`config.mk`:
```
export PLATFORM = sky130hd
export DESIGN_NAME = dsa_ctrl
export DESIGN_NICKNAME = d
export VERILOG_FILES = /design/src/rtl/dsa_pkg.sv /design/src/rtl/dsa_ctrl.sv
export SDC_FILE = /design/constraint.sdc
export NUM_CORES = 1
export LEC_CHECK = 0
export ABC_AREA = 1
export BUFFER_PORTS_ARGS = -buffer_cell sky130_fd_sc_hd__buf_2
export CORE_AREA = 2 2 39 41
export DETAILED_ROUTE_END_ITERATION = 8
export DIE_AREA = 0 0 41 43
export PLACE_DENSITY = 0.34
export SETUP_SLACK_MARGIN = 0.05
export SLEW_MARGIN = 10
export SYNTH_ARGS = -nofsm -noshare
export SYNTH_HDL_FRONTEND = slang
export SYNTH_SLANG_ARGS = --single-unit
```
`constraint.sdc`:
```
create_clock -name clk -period 3 [get_ports clk]
set_input_delay 0.3 -clock clk [delete_from_list [all_inputs] [get_ports clk]]
set_output_delay 0.3 -clock clk [all_outputs]
set_load 0.02 [all_outputs]
```
`src/rtl/dsa_pkg.sv`:
```
// Shared types and constants for the descriptor slot allocator.
package dsa_pkg;

	localparam int MAX_TRANSIENT    = 4096;
	localparam int FRAMES_IN_FLIGHT = 3;

	localparam int PCNT_W   = 11;
	localparam int TCNT_W   = 13;
	localparam int STRIDE_W = 13;
	localparam int ADDR_W   = 64;
	localparam int SLOT_W   = 16;
	localparam int FRAME_W  = 3;
	localparam int OP_W     = 3;
	localparam int STAT_W   = 2;
	localparam int IDX_W    = 17;
	localparam int OFF_W    = IDX_W + STRIDE_W;
	localparam int CIDX_W   = 3;

	localparam int S_TDATA_W = 32;
	localparam int M_TDATA_W = 160;

	localparam logic [OP_W-1:0] OP_ALLOC     = 3'd0;
	localparam logic [OP_W-1:0] OP_FREE      = 3'd1;
	localparam logic [OP_W-1:0] OP_BEGIN     = 3'd2;
	localparam logic [OP_W-1:0] OP_TRANSIENT = 3'd3;
	localparam logic [OP_W-1:0] OP_CLEAR     = 3'd4;

	localparam logic [STAT_W-1:0] ST_OK        = 2'd0;
	localparam logic [STAT_W-1:0] ST_EXHAUSTED = 2'd1;
	localparam logic [STAT_W-1:0] ST_INVALID   = 2'd2;

	localparam logic [CIDX_W-1:0] REG_PCOUNT = 3'd0;
	localparam logic [CIDX_W-1:0] REG_TCOUNT = 3'd1;
	localparam logic [CIDX_W-1:0] REG_STRIDE = 3'd2;
	localparam logic [CIDX_W-1:0] REG_CPU    = 3'd3;
	localparam logic [CIDX_W-1:0] REG_GPU    = 3'd4;

	localparam logic [SLOT_W-1:0] NO_INDEX = 16'hFFFF;

	typedef struct packed {
		logic accept;
		logic exec;
		logic mul;
		logic load_out;
	} cmd_t;

endpackage

```
`src/rtl/dsa_ctrl.sv`:
```
// Sequencing controller: walks one request through decide, multiply and address stages.
module dsa_ctrl (
	input  logic              clk,
	input  logic              arst_n,
	input  logic              in_valid,
	output logic              in_ready,
	output logic              out_valid,
	input  logic              out_ready,
	output dsa_pkg::cmd_t     cmd
);

	typedef enum logic [1:0] {
		IDLE,
		EXEC,
		MUL,
		ADD
	} state_t;

	state_t state_q;
	logic   out_valid_q;
	logic   out_free;

	assign in_ready  = (state_q == IDLE);
	assign out_valid = out_valid_q;
	assign out_free  = !out_valid_q || out_ready;

	always_comb begin
		cmd.accept   = (state_q == IDLE) && in_valid;
		cmd.exec     = (state_q == EXEC);
		cmd.mul      = (state_q == MUL);
		cmd.load_out = (state_q == ADD) && out_free;
	end

	always_ff @(posedge clk or negedge arst_n) begin
		if (!arst_n) begin
			state_q     <= IDLE;
			out_valid_q <= 1'b0;
		end else begin
			unique case (state_q)
				IDLE: begin
					if (in_valid) state_q <= EXEC;
				end
				EXEC: state_q <= MUL;
				MUL:  state_q <= ADD;
				ADD: begin
					if (out_free) state_q <= IDLE;
				end
				default: state_q <= IDLE;
			endcase
			if (cmd.load_out) begin
				out_valid_q <= 1'b1;
			end else if (out_ready) begin
				out_valid_q <= 1'b0;
			end
		end
	end

endmodule

```
# --- Yosys cells after proc, flatten, opt, wreduce, memory -nomap -nowiden ---
# Index checks and enable logic that the tools add are counted.
word_totals:
  reg_bits: 3
  inputBits: 4
  wordCells: 19
op_classes:
  n_eq_ne: 5
  mux: 5
  reduce_logical: 7
ops:
  columns: ["operator", "n"]
  rows:
  - ["$pmux W2 S4", 1]
  - ["$eq A2 B2 Y1 const B", 2]
  - ["$mux W2", 2]
  - ["$ne A2 B2 Y1 const B", 2]
  - ["$eq A2 B1 Y1 const B", 1]
  - ["$logic_and A1 B1 Y1", 2]
  - ["$logic_not A2 Y1", 1]
  - ["$mux W1", 2]
  - ["$reduce_and A2 Y1", 1]
  - ["$reduce_bool A2 Y1", 1]
  - ["$logic_not A1 Y1", 1]
  - ["$logic_or A1 B1 Y1", 1]

# --- Logic depth before layout (Yosys ltp) ---
logic_depth:
  word_depth: 4
  depth_mapped: 6
  mapped_depth_nobuf: 6

# --- Worst setup path after synthesis ---
# OpenSTA, ideal clock, no wires.
synth_timing:
  path_type: "reg-to-output"
  from: "register state_q[0]"
  to: "output port cmd[3] (netlist bit)"
  t_arrival_ps: 1014
  t_required_ps: 2700
  setup_slack_ps: 1686
  stages_incl_launch_ff: 5
  n_path_buf: 0
  cell_sequence: "dfrtp_1 inv_1 ha_1 nand2_1 inv_1"
synth_rtl:
  columns: ["element", "line", "text"]
  rows:
  - ["start: declaration", "dsa_ctrl.sv:19", "state_t state_q;"]
  - ["start signal: assignment", "dsa_ctrl.sv:36", "state_q <= IDLE;"]
  - ["start signal: assignment", "dsa_ctrl.sv:41", "if (in_valid) state_q <= EXEC;"]
  - ["start signal: assignment", "dsa_ctrl.sv:43", "EXEC: state_q <= MUL;"]
  - ["end: declaration", "dsa_ctrl.sv:9", "output dsa_pkg::cmd_t cmd"]

==> impl_summary.md <==
Setup path
The slowest stage of the critical path belongs to the cell dfrtp_1. The largest single stage delay on the critical path is about 400 ps. The cell seen most often among critical-path stages is inv_1. STA classifies the critical path startpoint as a flip-flop. The worst setup path is captured at an output port.

The signal on the critical path passes through inv_1 > ha_1 > nand2_1 > inv_1 > buf_2. The data arrival time of the critical path is around 1200 ps. The critical path class is flip-flop to output port. The maximum fanout count along the critical path is 4. Data on the critical path is required at its endpoint by 2700 ps.

Clocking
In this run the number of H-tree levels came out at 1. The clock tree from TritonCTS is done. The buffer depth of the longest clock path is 2. The clock sink count is 3. The clock buffer count from CTS is 3. The cell at the root of the clock tree is clkbuf_4. In this run the post-CTS setup repair buffer count came out at 0. The clock reaches the later pin of the worst-skew pair after 230 ps. After clock tree synthesis, the clock-pin slew on the worst setup and hold paths is roughly 40 ps.

Pwr
Dividing total power by cell area gives a power density of approximately 1100 nW/um2. The switching part of the total is 47.82%. The proportion of power drawn by flip-flops and latches is a little under a quarter. The power share of the clock group is about 20%. The share of total power in combinational logic is 56.2%. The worst voltage drop across the vdd grid is approximately 0.33 mV. The net load switching power is 0.1703 mW. The standby leakage power is around 0.2 nW. The internal cell power is ~0.19 mW.

Min path
The class of the most critical hold timing path is input port to flip-flop.

Synthesis
The summed instance area of the synthesized netlist is around 220 um2. The proportion of netlist area held by the largest area contributor is about a third. The synthesized design contains 3 register bits. During synthesis, Yosys emitted a total of 0 warnings. Ranked by total cell area, the synthesized netlist is headed by dfrtp_1 (34%), ha_1 (22%), nand2_1 (13%). When the netlist entered floorplanning its net count stood at 37.

The biggest area consumer among synthesized cells is dfrtp_1. A synthesized cell averages 7.680 um2. Yosys mapped the design onto 9 distinct sky130hd cell types. The fraction of the yosys area taken by sequential cells is between 30% and 40%. Synthesis handed over a netlist of 29 instances.

STA
The final setup slack of the worst path is around 1500 ps. Setup violations remaining at the end of the flow were counted as 0. Across the routed clock network, the largest skew measured is approximately 2.9 ps. The post-layout minimum cycle time is roughly 1500 ps.

The portion of the clock cycle consumed by the worst path in the final layout is roughly 50%. The number of max-slew violations in the final report is 0. For this run, the top clock speed supported by timing is about 660 MHz. Setup repair after global routing left no endpoint under its margin. The pin slew with the least headroom to its limit is approximately 140 ps.

The total negative slack for setup checks is 0 ps. The max-slew headroom at the worst pin is between 90% and 100%. The number of hold violations in the final report came to 0.

Final layout
At the end of the flow, the number of nets in the layout was between 50 and 60. The number of antenna diodes in the final layout is 0. Of the cells placed in the final design, the portion with a size suffix greater than 1 is a little under two fifths. After the flow finishes, the layout carries non-filler instances totaling 59. Relative to the synthesized area, the layout overhead comes to 45.51%.

Route
For this run, the detailed router's first-pass iteration total came to 1. The number of remaining DRC errors is 0. The via density per instance is 3.356.

In this run the remaining antenna-violating nets after routing total 0. The detailed router placed 198 vias in this run. The routed length per placed instance is between 7 and 8 um.

For this block, the initial DRC count from the detailed router was 0. The routed design has roughly 430 um of wire.

Placed design
The minimum setup slack after placement is between 1500 and 2000 ps. Detailed placement finished with a half-perimeter wire length of about 340 um. Counting tap cells, the placed design contains a total of 54 instances. The number of port buffers is 9. The congestion estimate from routability-driven global placement came to roughly 0.67.

Floorplan
The area of the placeable core is approximately 1400 um2. 10 I/O pins were placed. From bottom edge to top edge, the die measures around 43 um. In this run the horizontal extent of the chip is 41 um. The die covers between 1500 and 2000 um2.

The starting density of the core is between 10% and 20%. The floorplan row count is 14.

Run status
The flow ran to the end, and the final reports show no timing, DRC or antenna violations.

Global route
The largest net degree at the start of global routing is 5. The final global-route overflow total is 0. The global-route usage over all layers is between 5 and 6%.

The first global-routing pass estimated 641 um of wire. The initial antenna violation count is 0. The via count of the first global-routing pass is 170.

Flow run
Max-cap violations in this run came to 0.
metrics by stage:
| stage | cell area [um2] | util [%] | hold WS, ps | total power [mW] |
|---|---|---|---|---|
| finish | 324.1 | 23.42 | 314.2 | 0.3560 |
| global route | 324.1 | 23.42 | 350.2 | 0.3951 |
| CTS | 324.1 | 23.42 | 304.3 | 0.3692 |
| detailed placement | 287.8 | 20.80 | 101.6 | 0.2911 |
| global placement | 287.8 | 20.80 | 100.8 | 0.2924 |
| floorplan | 222.7 | - | 4.409 | 0.2357 |
state kept, by name, summed over array words and instances (netlist names):
signal / cells
out_valid: 1
state_q: 2
cells in the final DEF, fill, tap and decap left out:
master	n
dlygate4sd3_1	1
dfrtp_1	3
buf_2	9
clkbuf_1	1
nand2_2	2
nand3_2	1
clkbuf_4	3
inv_2	1
nand3_1	2
nand2_1	8
inv_1	7
ha_1	4
a21oi_1	1
critical path, delay by kind of cell, from the launching register on:
| kind | cells | cell delay [ps] |
|---|---|---|
| fa+ha+maj | 1 | 220 |
| flops | 1 | 410 |
| buf+inv | 3 | 290 |
| simple gates | 1 | 60 |
cells in the mapped netlist:
library cell  number
nand2_2            2
inv_1              7
nand3_1            2
nand3_2            1
inv_2              1
dfrtp_1            3
a21oi_1            1
ha_1               4
nand2_1            8
cells by family after synthesis:
group | after synthesis | synth area share (%)
AOI/OAI and AO/OA | 1 | 2.245
adders and majority gates | 4 | 22.47
and+or+nand+nor | 13 | 28.09
buffers and inverters | 8 | 13.48
DFF | 3 | 33.71
cell type report:
class | instances | area [um2]
repair buffers | 10 | 55.05
fillers | 163 | 1060
flip-flops and latches | 3 | 75.07
multi-input cells | 18 | 117.6
inverters | 8 | 30.03
clock buffers | 4 | 26.28
well taps | 16 | 20.02
what timing repair did:
action / CTS / global route
endpoints found under the hold margin: 3 / 0
endpoints found under the setup margin: 0 / 0
hold buffers: 1 / 0
gates resized for setup: 0 / 0
final timing paths:
check                           start    endpoint  slack [ps]  depth (start not counted)
setup / recovery           state_q[0]      cmd[3]        1500                          5
hold / removal              out_ready   out_valid         310                          4
setup reg to reg           state_q[0]  state_q[0]        1910                          6
hold reg to reg            state_q[1]  state_q[1]         530                          2
max in group asynchronous      arst_n  state_q[0]        2500                          2
min in group asynchronous      arst_n  state_q[1]         390                          2
per-layer routing:
metal  global-route usage (%)  part of all wire [%]  vias to the layer above
met2                    6.563                    44                        7
li1                         -                     -                      111
met1                    7.792                    48                       80
met3                    3.141                   7.8                        0
met4                    4.000                     0                        0
met5                        0                     0                        -
power groups by stage:
stage	sequential, mW	combinational, mW	clock (mW)
finish	0.0852	0.200	0.0706
global route	0.0900	0.225	0.0798
CTS	0.0871	0.206	0.0762
detailed placement	0.0877	0.203	0
global placement	0.0877	0.205	0
floorplan	0.0886	0.147	0
Note: power is estimated with default switching activity, not from simulation.
